## config.mk

```make
export PLATFORM = sky130hd
export DESIGN_NAME = frame_header_parse_checksum_flat
export DESIGN_NICKNAME = d
export VERILOG_FILES = /design/src/fhp_pkg.sv /design/src/fhp_ifs.sv /design/src/frame_header_parse_checksum.sv /design/src/flat_wrapper.sv
export SDC_FILE = /design/constraint.sdc
export NUM_CORES = 1
export LEC_CHECK = 0
export ABC_CLOCK_PERIOD_IN_PS = 13000
export BUFFER_PORTS_ARGS = -buffer_cell sky130_fd_sc_hd__buf_2
export CORE_ASPECT_RATIO = 1.2
export CORE_MARGIN = 8
export CORE_UTILIZATION = 25
export DETAILED_ROUTE_END_ITERATION = 8
export MAX_ROUTING_LAYER = met4
export PLACE_DENSITY = 0.42
export SLEW_MARGIN = 20
export SYNTH_ARGS = -nofsm -noshare
export SYNTH_HDL_FRONTEND = slang
export SYNTH_SLANG_ARGS = --single-unit
```

## constraint.sdc

```tcl
create_clock -name clk -period 13 [get_ports clk]
set_clock_uncertainty 0.1 [all_clocks]
set_input_delay 2.6 -clock clk [delete_from_list [all_inputs] [get_ports clk]]
set_output_delay 2.6 -clock clk [all_outputs]
set_load 0.03 [all_outputs]
```

## src/fhp_pkg.sv

```systemverilog
package fhp_pkg;

	// Header layout: type (2 bytes), length (2 bytes), checksum (4 bytes)
	localparam int HDR_BYTES = 8;
	localparam int HDR_IDX_W = $clog2(HDR_BYTES);

	localparam logic [15:0] MAX_PAYLOAD_RESET = 16'd1016;

	typedef enum logic [2:0] {
		ST_OK       = 3'd0,
		ST_SHORT    = 3'd1,
		ST_TOO_LONG = 3'd2,
		ST_TRUNC    = 3'd3,
		ST_BAD_SUM  = 3'd4
	} status_t;

endpackage

```

## src/fhp_ifs.sv

```systemverilog
interface fhp_in_if;
	logic       valid;
	logic       ready;
	logic [7:0] data_byte;
	logic       last_byte;

	modport source (output valid, output data_byte, output last_byte, input ready);
	modport sink   (input valid, input data_byte, input last_byte, output ready);
endinterface

interface fhp_out_if import fhp_pkg::*; ();
	logic        valid;
	logic        ready;
	logic [7:0]  payload_byte;
	logic        payload_valid;
	logic        frame_done;
	status_t     status;
	logic [15:0] packet_type;
	logic [15:0] payload_length;
	logic [31:0] header_checksum;

	modport source (output valid, output payload_byte, output payload_valid,
		output frame_done, output status, output packet_type,
		output payload_length, output header_checksum, input ready);
	modport sink   (input valid, input payload_byte, input payload_valid,
		input frame_done, input status, input packet_type,
		input payload_length, input header_checksum, output ready);
endinterface

interface fhp_cfg_if;
	logic        valid;
	logic        ready;
	logic [15:0] max_payload;

	modport source (output valid, output max_payload, input ready);
	modport sink   (input valid, input max_payload, output ready);
endinterface

```

## src/frame_header_parse_checksum.sv

```systemverilog
// Channel   Dir  Word carries
// --------  ---  -----------------------------------------------------------
// rx        in   data_byte, last_byte (one buffer byte, flag on the final one)
// tx        out  payload_byte, payload_valid, frame_done, status,
//                packet_type, payload_length, header_checksum
// cfg       in   max_payload (largest accepted payload length)
//
// One word is taken per cycle. Each accepted byte is handled by one pass of
// logic from the rx port into the tx result register, so its result word (if
// any) shows on tx the cycle after acceptance.
// arst_n clears the parser to the header phase and max_payload to 1016.
// rx stalls only when the result register holds a word that tx has not taken;
// a byte that gives no result still needs that register free.
// cfg is always ready; write it only while the parser is idle.
module frame_header_parse_checksum import fhp_pkg::*; (
	input  logic        clk,
	input  logic        arst_n,
	fhp_in_if.sink      rx,
	fhp_out_if.source   tx,
	fhp_cfg_if.sink     cfg
);

	typedef enum logic [1:0] {
		PH_HEADER  = 2'd0,
		PH_PAYLOAD = 2'd1,
		PH_WAIT    = 2'd2
	} phase_t;

	// Parser state
	phase_t      phase_q, phase_n;
	logic [15:0] cnt_q, cnt_n;
	logic [15:0] type_q, type_n;
	logic [15:0] len_q, len_n;
	logic [31:0] chk_q, chk_n;
	logic [31:0] sum_q, sum_n;
	logic [15:0] max_q;

	// Header fields as held at this byte, before any re-arm
	logic [15:0] hdr_type;
	logic [15:0] hdr_len;
	logic [31:0] hdr_chk;

	// Result register
	logic        res_valid_q;
	logic [7:0]  res_byte_q;
	logic        res_pv_q;
	logic        res_done_q;
	status_t     res_st_q;
	logic [15:0] res_type_q;
	logic [15:0] res_len_q;
	logic [31:0] res_chk_q;

	// Next result word
	logic        emit;
	logic [7:0]  r_byte;
	logic        r_pv;
	logic        r_done;
	status_t     r_st;

	logic        rx_fire;
	logic        adv;
	logic [7:0]  b;

	assign b       = rx.data_byte;
	assign adv     = !res_valid_q || tx.ready;
	assign rx.ready = adv;
	assign rx_fire = rx.valid && adv;
	assign cfg.ready = 1'b1;

	always_comb begin
		phase_n = phase_q;
		cnt_n   = cnt_q;
		type_n  = type_q;
		len_n   = len_q;
		chk_n   = chk_q;
		sum_n   = sum_q;
		emit    = 1'b0;
		r_byte  = 8'd0;
		r_pv    = 1'b0;
		r_done  = 1'b0;
		r_st    = ST_OK;

		unique case (phase_q)
			PH_HEADER: begin
				// Drop the byte into its big-endian header slot
				case (cnt_q[HDR_IDX_W-1:0])
					3'd0:    type_n[15:8] = b;
					3'd1:    type_n[7:0]  = b;
					3'd2:    len_n[15:8]  = b;
					3'd3:    len_n[7:0]   = b;
					3'd4:    chk_n[31:24] = b;
					3'd5:    chk_n[23:16] = b;
					3'd6:    chk_n[15:8]  = b;
					default: chk_n[7:0]   = b;
				endcase
				if (cnt_q[HDR_IDX_W-1:0] == HDR_IDX_W'(HDR_BYTES - 1)) begin
					cnt_n = 16'd0;
					if (len_n > max_q) begin
						emit    = 1'b1;
						r_done  = 1'b1;
						r_st    = ST_TOO_LONG;
						phase_n = PH_WAIT;
					end else if (len_n == 16'd0) begin
						// empty payload: sum is still zero
						emit    = 1'b1;
						r_done  = 1'b1;
						r_st    = (chk_n != 32'd0 && sum_q != chk_n) ? ST_BAD_SUM : ST_OK;
						phase_n = PH_WAIT;
					end else if (rx.last_byte) begin
						emit   = 1'b1;
						r_done = 1'b1;
						r_st   = ST_TRUNC;
					end else begin
						phase_n = PH_PAYLOAD;
					end
				end else begin
					cnt_n = cnt_q + 16'd1;
					if (rx.last_byte) begin
						emit   = 1'b1;
						r_done = 1'b1;
						r_st   = ST_SHORT;
					end
				end
			end
			PH_PAYLOAD: begin
				// Pass the byte through and advance the wrapping sum
				sum_n  = sum_q + {24'd0, b};
				cnt_n  = cnt_q + 16'd1;
				emit   = 1'b1;
				r_byte = b;
				r_pv   = 1'b1;
				if (cnt_n >= len_q) begin
					r_done  = 1'b1;
					r_st    = (chk_q != 32'd0 && sum_n != chk_q) ? ST_BAD_SUM : ST_OK;
					phase_n = PH_WAIT;
				end else if (rx.last_byte) begin
					r_done = 1'b1;
					r_st   = ST_TRUNC;
				end
			end
			default: begin
				// wait phase: ignore trailing bytes until the last one
			end
		endcase

		// The result word reports the header as it stands before the re-arm
		hdr_type = type_n;
		hdr_len  = len_n;
		hdr_chk  = chk_n;

		// Re-arm on the final byte, after the result is formed
		if (rx.last_byte) begin
			phase_n = PH_HEADER;
			cnt_n   = 16'd0;
			type_n  = 16'd0;
			len_n   = 16'd0;
			chk_n   = 32'd0;
			sum_n   = 32'd0;
		end
	end

	// Parser state and configuration
	always_ff @(posedge clk or negedge arst_n) begin
		if (!arst_n) begin
			phase_q <= PH_HEADER;
			cnt_q   <= 16'd0;
			type_q  <= 16'd0;
			len_q   <= 16'd0;
			chk_q   <= 32'd0;
			sum_q   <= 32'd0;
			max_q   <= MAX_PAYLOAD_RESET;
		end else begin
			if (rx_fire) begin
				phase_q <= phase_n;
				cnt_q   <= cnt_n;
				type_q  <= type_n;
				len_q   <= len_n;
				chk_q   <= chk_n;
				sum_q   <= sum_n;
			end
			if (cfg.valid) begin
				max_q <= cfg.max_payload;
			end
		end
	end

	// Result register: load whenever it is free or being drained
	always_ff @(posedge clk or negedge arst_n) begin
		if (!arst_n) begin
			res_valid_q <= 1'b0;
		end else if (adv) begin
			res_valid_q <= rx_fire && emit;
		end
	end

	always_ff @(posedge clk) begin
		if (rx_fire && emit) begin
			res_byte_q <= r_byte;
			res_pv_q   <= r_pv;
			res_done_q <= r_done;
			res_st_q   <= r_st;
			// header fields as held at this byte, before any re-arm
			res_type_q <= hdr_type;
			res_len_q  <= hdr_len;
			res_chk_q  <= hdr_chk;
		end
	end

	assign tx.valid           = res_valid_q;
	assign tx.payload_byte    = res_byte_q;
	assign tx.payload_valid   = res_pv_q;
	assign tx.frame_done      = res_done_q;
	assign tx.status          = res_st_q;
	assign tx.packet_type     = res_type_q;
	assign tx.payload_length  = res_len_q;
	assign tx.header_checksum = res_chk_q;

	// The payload count never reaches the length while still in payload phase
	a_payload_cnt: assert property (@(posedge clk) disable iff (!arst_n)
		phase_q == PH_PAYLOAD |-> cnt_q < len_q)
		else $error("payload count reached length without leaving payload phase");

	// The header count stays inside the header
	a_header_cnt: assert property (@(posedge clk) disable iff (!arst_n)
		phase_q == PH_HEADER |-> cnt_q < 16'(HDR_BYTES))
		else $error("header byte count out of range");

	// The final byte of a buffer always re-arms the parser
	a_rearm: assert property (@(posedge clk) disable iff (!arst_n)
		rx_fire && rx.last_byte |=> phase_q == PH_HEADER && cnt_q == 16'd0 && sum_q == 32'd0)
		else $error("parser not re-armed after last byte");

	// Every result word carries a payload byte or a frame end
	a_word_content: assert property (@(posedge clk) disable iff (!arst_n)
		tx.valid |-> tx.payload_valid || tx.frame_done)
		else $error("empty result word");

	// Status is OK unless the word ends a frame
	a_status_idle: assert property (@(posedge clk) disable iff (!arst_n)
		tx.valid && !tx.frame_done |-> tx.status == ST_OK)
		else $error("error status on a word that does not end a frame");

endmodule
```

## src/flat_wrapper.sv

```systemverilog
// flat-port wrapper written by rule: the top's interface ports become plain ports
module frame_header_parse_checksum_flat import fhp_pkg::*;
  (clk, arst_n, rx_valid, rx_data_byte, rx_last_byte, rx_ready, tx_valid, tx_payload_byte, tx_payload_valid, tx_frame_done, tx_status, tx_packet_type, tx_payload_length, tx_header_checksum, tx_ready, cfg_valid, cfg_max_payload, cfg_ready);
  fhp_in_if rx_i ();
  fhp_out_if tx_i ();
  fhp_cfg_if cfg_i ();
  input  logic clk;
  input  logic arst_n;
  input wire logic [$bits(rx_i.valid)-1:0] rx_valid;
  input wire logic [$bits(rx_i.data_byte)-1:0] rx_data_byte;
  input wire logic [$bits(rx_i.last_byte)-1:0] rx_last_byte;
  output wire logic [$bits(rx_i.ready)-1:0] rx_ready;
  output wire logic [$bits(tx_i.valid)-1:0] tx_valid;
  output wire logic [$bits(tx_i.payload_byte)-1:0] tx_payload_byte;
  output wire logic [$bits(tx_i.payload_valid)-1:0] tx_payload_valid;
  output wire logic [$bits(tx_i.frame_done)-1:0] tx_frame_done;
  output wire logic [$bits(tx_i.status)-1:0] tx_status;
  output wire logic [$bits(tx_i.packet_type)-1:0] tx_packet_type;
  output wire logic [$bits(tx_i.payload_length)-1:0] tx_payload_length;
  output wire logic [$bits(tx_i.header_checksum)-1:0] tx_header_checksum;
  input wire logic [$bits(tx_i.ready)-1:0] tx_ready;
  input wire logic [$bits(cfg_i.valid)-1:0] cfg_valid;
  input wire logic [$bits(cfg_i.max_payload)-1:0] cfg_max_payload;
  output wire logic [$bits(cfg_i.ready)-1:0] cfg_ready;
  assign rx_i.valid = rx_valid;
  assign rx_i.data_byte = rx_data_byte;
  assign rx_i.last_byte = rx_last_byte;
  assign rx_ready = rx_i.ready;
  assign tx_valid = tx_i.valid;
  assign tx_payload_byte = tx_i.payload_byte;
  assign tx_payload_valid = tx_i.payload_valid;
  assign tx_frame_done = tx_i.frame_done;
  assign tx_status = tx_i.status;
  assign tx_packet_type = tx_i.packet_type;
  assign tx_payload_length = tx_i.payload_length;
  assign tx_header_checksum = tx_i.header_checksum;
  assign tx_i.ready = tx_ready;
  assign cfg_i.valid = cfg_valid;
  assign cfg_i.max_payload = cfg_max_payload;
  assign cfg_ready = cfg_i.ready;
  frame_header_parse_checksum u_core (.clk(clk), .arst_n(arst_n), .rx(rx_i), .tx(tx_i), .cfg(cfg_i));
endmodule
```

==> results of run 1 <==
==> layout make-up <==
class                      count  area [µm²]
fill                        5057       34700
clock buffer                  33         697
multi-input combinational    859        6060
clock inverter                11         116
timing repair buffer         118         622
tap                          637         797
sequential                   208        5600
inverter                      73         274
==> Yosys cell counts, types with 7 or more instances <==
cell type  count
a211oi_1       7
a21o_1        19
a21oi_1       51
a22o_1        58
a32o_1        10
and2_1        16
and3_1        12
buf_2         11
clkbuf_1      70
dfrtp_1      124
dfstp_2        7
edfxtp_1      77
ha_1          46
inv_1         73
mux2_2        45
mux2i_1       35
nand2_1      106
nand2b_1      11
nand3_1       29
nand4_1       19
nor2_1        58
nor2b_1        8
nor3_1        11
nor4_1        25
o211ai_1       7
o21ai_0      103
o31ai_1       12
o41ai_1        7
xnor2_1       44
xor2_1        35
==> per-layer routing <==
| metal | share of wire | vias up |
|---|---|---|
| met3 | 0.041 | 74 |
| met2 | 0.50 | 267 |
| li1 | - | 4590 |
| met5 | 0 | - |
| met1 | 0.42 | 4821 |
| met4 | 0.036 | 0 |
==> where the power goes <==
part	switching (mW)	internal (mW)	total [mW]	leakage [nW]
clock	0.292	0.416	0.708	0.395
sequential	0.0343	0.731	0.765	2.51
combinational	0.239	0.136	0.375	3.30
total	0.566	1.28	1.85	6.20
==> cell families after synthesis <==
kind of cell,count (synthesis),share of synthesized area
AOI/OAI and AO/OA,329,0.185
and+or+nand+nor,323,0.132
other,1,0.000305
adders and majority gates,47,0.0484
xor gates and xnor gates,79,0.0563
DFF,208,0.455
muxes,80,0.0697
buffers and inverters,165,0.0537
==> worst register-to-register path, cell delays in order (launching register included) <==
cell      delay (ps)
dfrtp_1          490
ha_1             290
ha_1             650
mux2i_1          400
inv_1             80
ha_1             290
o21ai_0           80
a21oi_1          140
o41ai_1           90
a21oi_1          130
o21ai_0          200
nand2b_1         180
nand2_1          110
a21oi_1          290
and2_4           510
buf_4            600
==> final timing paths <==
check                           slack (ps)              start                        to  cells after the start
worst max register to register        7910    u_core.cnt_q[0]  u_core.tx.packet_type[7]                     15
worst min register to register         400  u_core.type_q[15]         u_core.type_q[15]                      1
max in group asynchronous             9330             arst_n           u_core.len_q[3]                      2
min in group asynchronous             2020             arst_n           u_core.sum_q[9]                      1
worst min-delay path                   400  u_core.type_q[15]         u_core.type_q[15]                      1
worst max-delay path                  6970    rx_data_byte[5]  u_core.tx.packet_type[7]                     14
==> results_dict.tcl, run 1 <==
set metrics [dict create \
    synthTopCellsByArea "dfrtp_1 (25%), edfxtp_1 (19%), ha_1 (4.7%)" \
    vias_per_cell 5.03 \
    setup_ws_ps 6970 \
    tightest_slew_ps 1010 \
    antenna_found_initial 0 \
    worstSetupPathType "input port to register" \
    startpoint_type "input port" \
    path_clk_slew_ps 60 \
    endpoint_kind "register" \
    cp_slowest_cell "buf_4" \
    use_met2 0.259 \
    fp.dieW_um 218 \
    yosysSeqAreaShare 0.455 \
    critPathMaxFanout 48 \
    drive_above_1_share 0.178 \
    grt_util_met3 0.0164 \
    ys_ff_latch 208 \
    cap_viol_max_count 0 \
    n_antenna_cell 0 \
    ys_types 78 \
    ant_nets 0 \
    rsz0062_at_grt "no" \
    final_util 0.290 \
    avgSynthCellArea_um2 9.98 \
    grt_pass1_vias 9800 \
    grt_start_max_net_pins 74 \
    pin_count 110 \
    drcViolationCount 0 \
    cts_tree "built" \
    synthesis.nets 1309 \
    fin_nets 1361 \
    cts_buffer_depth 3 \
    die_h_um 259 \
    top_usage_layer "met2" \
    whs_ps 401 \
    power.density_mw_per_mm2 130 \
    avgRoutedWirePerCell_um 22.0 \
    synth_ff_type "dfrtp_1" \
    synth-edff-count 77 \
    cp.required_ps 13070 \
    synthCells 1232 \
    area_delta_synth_final_pct 15.2 \
    h-tree-depth 1 \
    cts_setup_buffers 0 \
    start_util 0.251 \
    dpl.hpwl_um 29700 \
    critical-path-top-delay-family "buffers and inverters" \
    cts_buffers 24 \
    grt_usage 0.152 \
    drt_wl_total_um 42700 \
    grt_pass1_wl_um 64300 \
    final_common_cell "dfrtp_1" \
    status "finished, final reports clean" \
    synthArstFlopShare 0.630 \
    yosysTopAreaCellShare 0.252 \
    cp_num_buf_inv 3 \
    routabilityCongestion 0.864 \
    pre_cts_ws_ps 6370 \
    finalCritPeriodShare 0.464 \
    grt-ovfl-total 0 \
    clk_latency_ps 540 \
    synth.largest_area_cell "dfrtp_1" \
    yosys_warnings 0 \
    dieArea_mm2 0.0566 \
    hold_viol_final 0 \
    setup_tns_ps 0 \
    fp-row-count 89 \
    hold_class "register to register" \
    final_cell_mix "dfrtp_1 (124), buf_2 (107), nand2_1 (105), o21ai_0 (102), edfxtp_1 (77)" \
    cts_resized 0 \
    vias 9752 \
    arrival_ps 6100 \
    setup_viol 0 \
    stdcell_count 1939 \
    dpl_cell_area_mm2 0.0134 \
    power_mw 1.85 \
    coreArea_mm2 0.0489 \
    maxSlewHeadroom 0.323 \
    drt_iter0_drc 662 \
    netlist_area_mm2 0.0123 \
    min_period_ps 6030 \
    peakVddDrop_mv 0.0868 \
    place_inst 1895 \
    fmax_mhz 166 \
    postCtsHoldBufs 0 \
    drv_slew 0 \
    cts_sinks 208 \
    critPathMaxStageDelay_ps 590 \
    cts_root_buf "clkbuf_16" \
    leakagePower_nw 6.20 \
    cp_cell_sequence "buf_2 -> mux2i_1 -> inv_1 -> ha_1 -> o21ai_0 -> a21oi_1 -> o41ai_1 -> a21oi_1 -> o21ai_0 -> nand2b_1 -> nand2_1 -> a21oi_1 -> and2_4 -> buf_4" \
    crit_top_cell "a21oi_1" \
    use_met1 0.183 \
    drt-pass1-iter-count 5 \
    io_buffers 108 \
    finish.instance_area_mm2 0.0142 \
]
No activity file was read; power rests on OpenSTA's default activity.
==> run 2: changes to the inputs <==
- ABC_AREA: not set -> 1
- ABC_CLOCK_PERIOD_IN_PS: 13000 -> 6100
- clock period: 13 -> 6.1 ns (I/O delays scaled with it)
==> run 2 against run 1 <==
Compared with the run above:
- sequential power rose to 2.6 times the previous value
- largest power group is now combinational logic
- highest routed layer unchanged
- synthesized area down 0.53%
- first-iteration DRC count up 22%
==> results_dict.tcl, run 2 <==
set metrics [dict create \
    clk_latency_ps 540 \
    grt-ovfl-total 0 \
    ant_nets 0 \
    pre_cts_ws_ps 1460 \
    setup_ws_ps 1820 \
    drt-pass1-iter-count 5 \
    wl_met1_um 19600 \
    drv_slew 0 \
    setup_tns_ps 0 \
    maxSlewHeadroom 0.365 \
    synthesis.nets 1660 \
    fin_nets 1766 \
    synthCells 1583 \
    final_cell_mix "nand2_1 (457), inv_1 (232), o21ai_0 (189), dfrtp_1 (124), buf_2 (107)" \
    avgRoutedWirePerCell_um 20.1 \
    critPathMaxFanout 56 \
    hold_viol_final 0 \
    finalCritPeriodShare 0.702 \
    hp-start "u_core.max_q[6]" \
    endpoint_kind "register" \
    cts_sinks 208 \
    antenna_found_initial 0 \
    cts_root_buf "clkbuf_16" \
    hold_class "register to register" \
    path_clk_slew_ps 60 \
    synth-edff-count 77 \
    multi_input_area_mm2 0.00558 \
    pin_count 110 \
    fmax_mhz 234 \
    status "finished, final reports clean" \
    drive_above_1_share 0.112 \
    nFillCells 5334 \
    peakVddDrop_mv 0.194 \
    cts_setup_buffers 0 \
    netlist_area_mm2 0.0122 \
    synthTopCellsByArea "dfrtp_1 (25%), edfxtp_1 (19%), nand2_1 (14%)" \
    yosys_warnings 0 \
    stdcell_count 2344 \
    top_layer "met4" \
    setup_viol 0 \
    wl_met3_um 1950 \
    coreArea_mm2 0.0488 \
    synth.largest_area_cell "dfrtp_1" \
    final_common_cell "nand2_1" \
    avgSynthCellArea_um2 7.73 \
    area_delta_synth_final_pct 17.8 \
    synth_ff_type "dfrtp_1" \
    fp.dieW_um 218 \
    r2r-start "u_core.cnt_q[0]" \
    yosysTopAreaCellShare 0.254 \
    cts_resized 0 \
    synthTopCellsByCount "nand2_1 (457), inv_1 (233), o21ai_0 (189), dfrtp_1 (124), nand3_1 (106)" \
    place_inst 2299 \
    worstSetupPathType "register to register" \
    fp-row-count 89 \
    grt_pass1_wl_um 71200 \
    seqCellArea_mm2 0.00560 \
    yosysSeqAreaShare 0.458 \
    vias 11100 \
    dpl.hpwl_um 34900 \
    dr_wl_met2_um 23900 \
    rsz0062_at_grt "no" \
    cap_viol_max_count 0 \
    grt_usage 0.170 \
    grt_pass1_vias 11300 \
    die_h_um 258 \
    tightest_slew_ps 953 \
    grt_start_max_net_pins 88 \
    drcViolationCount 0 \
    vias_per_cell 4.75 \
    arrival_ps 4340 \
    dieArea_mm2 0.0563 \
    cts_buffer_depth 3 \
    drt_iter0_drc 806 \
    min_period_ps 4280 \
    cts_buffers 25 \
    startpoint_type "register" \
    start_util 0.251 \
    postCtsHoldBufs 0 \
    h-tree-depth 1 \
    routabilityCongestion 0.920 \
    ys_ff_latch 208 \
    final_util 0.295 \
    synthArstFlopShare 0.630 \
    synth_most_common_cell "nand2_1" \
    n_antenna_cell 0 \
    drt_wl_total_um 47100 \
    power.density_mw_per_mm2 439 \
    cp-startpoint "u_core.cnt_q[0]" \
    cp.required_ps 6160 \
    cts_tree "built" \
    io_buffers 108 \
    leakagePower_nw 6.79 \
    ys_types 45 \
]
[run 2: changes by cell type after synthesis, moves of 41 or more]
cell	previous run	this run
inv_1	73	233
nand3_1	29	106
a22o_1	58	2
mux2_2	45	1
nand2_1	106	457
xnor2_1	44	3
o22ai_1	1	47
o21ai_0	103	189
[run 2: stage by stage]
| step | cell area (µm²) | total power [mW] | hold slack, ps |
|---|---|---|---|
| 6_report | 14400 | 6.33 | 395 |
| 5_1_grt | 14400 | 6.72 | 434 |
| 4_1_cts | 14400 | 6.40 | 404 |
| 3_5_place_dp | 13500 | 4.76 | 393 |
| 3_3_place_gp | 13500 | 4.77 | 386 |
| 2_1_floorplan | 12200 | 3.75 | 365 |
[run 2: final cells by class]
| cell class | count | area share |
|---|---|---|
| Clock inverter | 17 | 0.0144 |
| Sequential cell | 208 | 0.389 |
| Clock buffer | 28 | 0.0456 |
| Tap cell | 637 | 0.0553 |
| Timing Repair Buffer | 124 | 0.0463 |
| Multi-Input combinational cell | 1092 | 0.388 |
| Inverter | 238 | 0.0620 |
[run 2: cells by family (layout without fill, tap and decap cells)]
| kind of cell | after synthesis | in the layout | synth area share |
|---|---|---|---|
| XOR/XNOR | 44 | 44 | 0.0350 |
| flip-flops | 208 | 208 | 0.458 |
| multiplexers | 1 | 1 | 0.000921 |
| buffers and inverters | 283 | 407 | 0.0885 |
| AO/OA/AOI/OAI | 280 | 280 | 0.123 |
| other | 1 | 1 | 0.000307 |
| adder cells (fa/ha/maj) | 47 | 47 | 0.0487 |
| AND/OR/NAND/NOR | 719 | 719 | 0.246 |
[run 2: worst max-delay path, stage by stage (launching register included)]
cell      delay (ps)
dfrtp_1          430
ha_1             280
ha_1             590
o21ai_0          340
ha_1             380
a21oi_1           70
o21ai_0          150
nand2_1           70
o211ai_1          80
nand2_1           70
nand2_1           60
nand2_1          140
nand2_1          150
nand3_2          110
a21oi_4          160
buf_4            650
[run 2: path summary, 6_finish.rpt]
kind / end / slack [ps] / cells past startpoint
setup / recovery: u_core.tx.header_checksum[7] / 1820 / 15
hold / removal: u_core.max_q[6] / 390 / 2
setup reg to reg: u_core.tx.header_checksum[7] / 1820 / 15
hold reg to reg: u_core.max_q[6] / 390 / 2
max in group asynchronous: u_core.chk_q[25] / 3950 / 2
min in group asynchronous: u_core.type_q[5] / 660 / 1
[run 2: where the power goes]
| group | internal (mW) | switching [mW] | leakage, nW |
|---|---|---|---|
| logic | 0.749 | 2.00 | 3.86 |
| clock network | 0.948 | 0.650 | 0.422 |
| registers | 1.83 | 0.158 | 2.51 |
| total | 3.52 | 2.81 | 6.79 |
[run 2: metal layers]
layer	vias to the layer above	GRT usage
li1	5414	-
met1	5323	0.198
met2	316	0.301
met3	73	0.0170
met4	0	0.0605
met5	-	-
==> run 3: changes to the inputs <==
- ABC_AREA: 1 -> 0
- ABC_CLOCK_PERIOD_IN_PS: 6100 -> 4100
- clock period: 6.1 -> 4.1 ns (I/O delays scaled with it)
==> run 3 against run 2 <==
Compared with the run above:
- fmax grew 9.6%
- first-iteration DRC count is 16% lower
- worst hold slack worse by 180 ps
- sequential share of layout area fell by 0.77 points
- total power fell by 7.3%
- sequential power increased by 22%
- critical path depth is 1 lower
- die area rose by 0.50%
- final cell count fell by 15%
- count of clock-buffer cells in the layout rose by 4
- global-route usage is 1.6 points lower
- largest cell class is now multi-input combinational cells
- largest power group is now sequential cells
==> results_dict.tcl, run 3 (synthesized netlist as in run 1, its figures left out) <==
set metrics [dict create \
    critPathMaxStageDelay_ps 440 \
    die_h_um 259 \
    power.internal_mw 4.04 \
    tightest_slew_ps 1060 \
    hold_viol_final 0 \
    endpoint_kind "register" \
    drcViolationCount 0 \
    arrival_ps 4070 \
    cts_buffers 25 \
    drv_slew 0 \
    pre_cts_ws_ps 62.8 \
    cp_cell_sequence "buf_4 -> inv_1 -> ha_1 -> nand2_1 -> mux2i_1 -> nor2_1 -> a2111oi_0 -> nand4_1 -> nor3_1 -> nor3b_1 -> buf_4 -> nor4_1 -> buf_4 -> a31oi_1" \
    stdcell_count 2003 \
    ant_nets 0 \
    power_frac_seq 0.412 \
    pin_count 110 \
    cts_buffer_depth 3 \
    dpl.hpwl_um 31700 \
    r2r_end "u_core.tx.status[2]" \
    hold_class "input port to asynchronous set/reset pin" \
    worstSetupPathType "register to register" \
    r2r_slack_ps 190 \
    whs_ps 210 \
    grt_pass1_wl_um 65600 \
    h-tree-depth 1 \
    drt_iter0_drc 675 \
    leakagePower_nw 6.51 \
    final_cell_mix "dfrtp_1 (124), buf_2 (108), nand2_1 (105), o21ai_0 (101), edfxtp_1 (77)" \
    setup_ws_ps 193 \
    antenna_found_initial 1 \
    vias_per_cell 5.03 \
    maxSlewHeadroom 0.289 \
    drive_above_1_share 0.221 \
    finalCritPeriodShare 0.953 \
    cts_tree "built" \
    area_delta_synth_final_pct 19.5 \
    reg2reg_depth 14 \
    critPathMaxFanout 12 \
    peakVddDrop_mv 0.251 \
    place_inst 1951 \
    setup_viol 0 \
    routabilityCongestion 0.885 \
    postCtsHoldBufs 0 \
    status "finished, final reports clean" \
    drt_wl_total_um 43900 \
    drt-pass1-iter-count 5 \
    grt_pass1_vias 10200 \
    switching_share 0.312 \
    finish.instance_area_mm2 0.0147 \
    dieArea_mm2 0.0566 \
    grt_usage 0.154 \
    final_util 0.301 \
    r2r-start "u_core.cnt_q[1]" \
    final_common_cell "dfrtp_1" \
    path_clk_slew_ps 60 \
    crit_top_cell "buf_4" \
    power.density_mw_per_mm2 399 \
    fp-row-count 89 \
    setup_tns_ps 0 \
    power_mw 5.87 \
    min_period_ps 3910 \
    avgRoutedWirePerCell_um 21.9 \
    fin_nets 1424 \
    combPwrFrac 0.225 \
    cp_slowest_cell "a2111oi_0" \
    coreArea_mm2 0.0489 \
    clk_latency_ps 550 \
    cts_root_buf "clkbuf_16" \
    power.switching_mw 1.83 \
    io_buffers 108 \
    startpoint_type "register" \
    cap_viol_max_count 0 \
    cp.required_ps 4260 \
    cts_sinks 208 \
    nFillCells 5033 \
    grt_start_max_net_pins 68 \
    fp.dieW_um 218 \
    grt-ovfl-total 0 \
    start_util 0.251 \
    pwr-share-clk 0.363 \
    vias 10100 \
    dpl_cell_area_mm2 0.0138 \
    fmax_mhz 256 \
]
run 3: cell types whose count changed in the layout (fill, tap and decap cells not counted), moves of 41 or more:
cell and delta:
o21ai_0 -88, mux2_2 +44, nand2_1 -352, o22ai_1 -46
buf_4 +49, a22o_1 +56, inv_1 -159, nand3_1 -77
xnor2_1 +41
run 3: repair_timing:
| item | in CTS | in global routing |
|---|---|---|
| endpoints found under the hold margin | 0 | 0 |
| resized for setup | 0 | 13 |
| endpoints found under the setup margin | 0 | 81 |
| buffers inserted | 0 | 2 |
run 3: worst max path at each step:
stage | end | from | slack (ps) | cells after the start
after CTS | u_core.tx.status[2] | u_core.cnt_q[0] | 10 | 12
after global routing | u_core.tx.status[2] | u_core.cnt_q[1] | -4 | 14
final | u_core.tx.status[2] | u_core.cnt_q[1] | 190 | 14
after detailed placement | u_core.tx.payload_length[14] | u_core.cnt_q[0] | 60 | 19
after global placement | u_core.tx.status[2] | u_core.cnt_q[0] | 20 | 12
after floorplan | u_core.tx.frame_done | u_core.cnt_q[2] | 220 | 16
run 3: critical path: cells and delay by family, from the launching register on:
kind | cells | cell delay (ps)
compound gates | 2 | 510
fa+ha+maj | 1 | 360
buf+inv | 4 | 550
flops | 1 | 380
mux | 1 | 340
simple gates | 6 | 1380
run 3: layer usage:
metal	part of all wire	up-vias	global-route usage	wire length, µm
li1	-	4717	-	-
met1	0.41	5032	0.182	18200
met2	0.52	265	0.269	22700
met3	0.040	70	0.0186	1770
met4	0.029	0	0.0487	1260
met5	0	-	-	0
run 3: area by class of cell:
class,instances,area [µm²],share of cell area
sequential,208,5600,0.381
antenna,1,2.50,0.000170
timing repair buffer,179,1140,0.0776
clock buffer,32,662,0.0450
multi-input combinational,860,6120,0.416
tap,637,797,0.0542
inverter,73,274,0.0186
clock inverter,13,101,0.00690
run 3: power by group through the flow:
stage               logic (mW)  clock network, mW  registers, mW
floorplan                0.741                  0           2.52
global placement          1.29                  0           2.46
detailed placement        1.29                  0           2.46
CTS                       1.29               2.21           2.42
global route              1.44               2.28           2.44
finish                    1.32               2.13           2.42
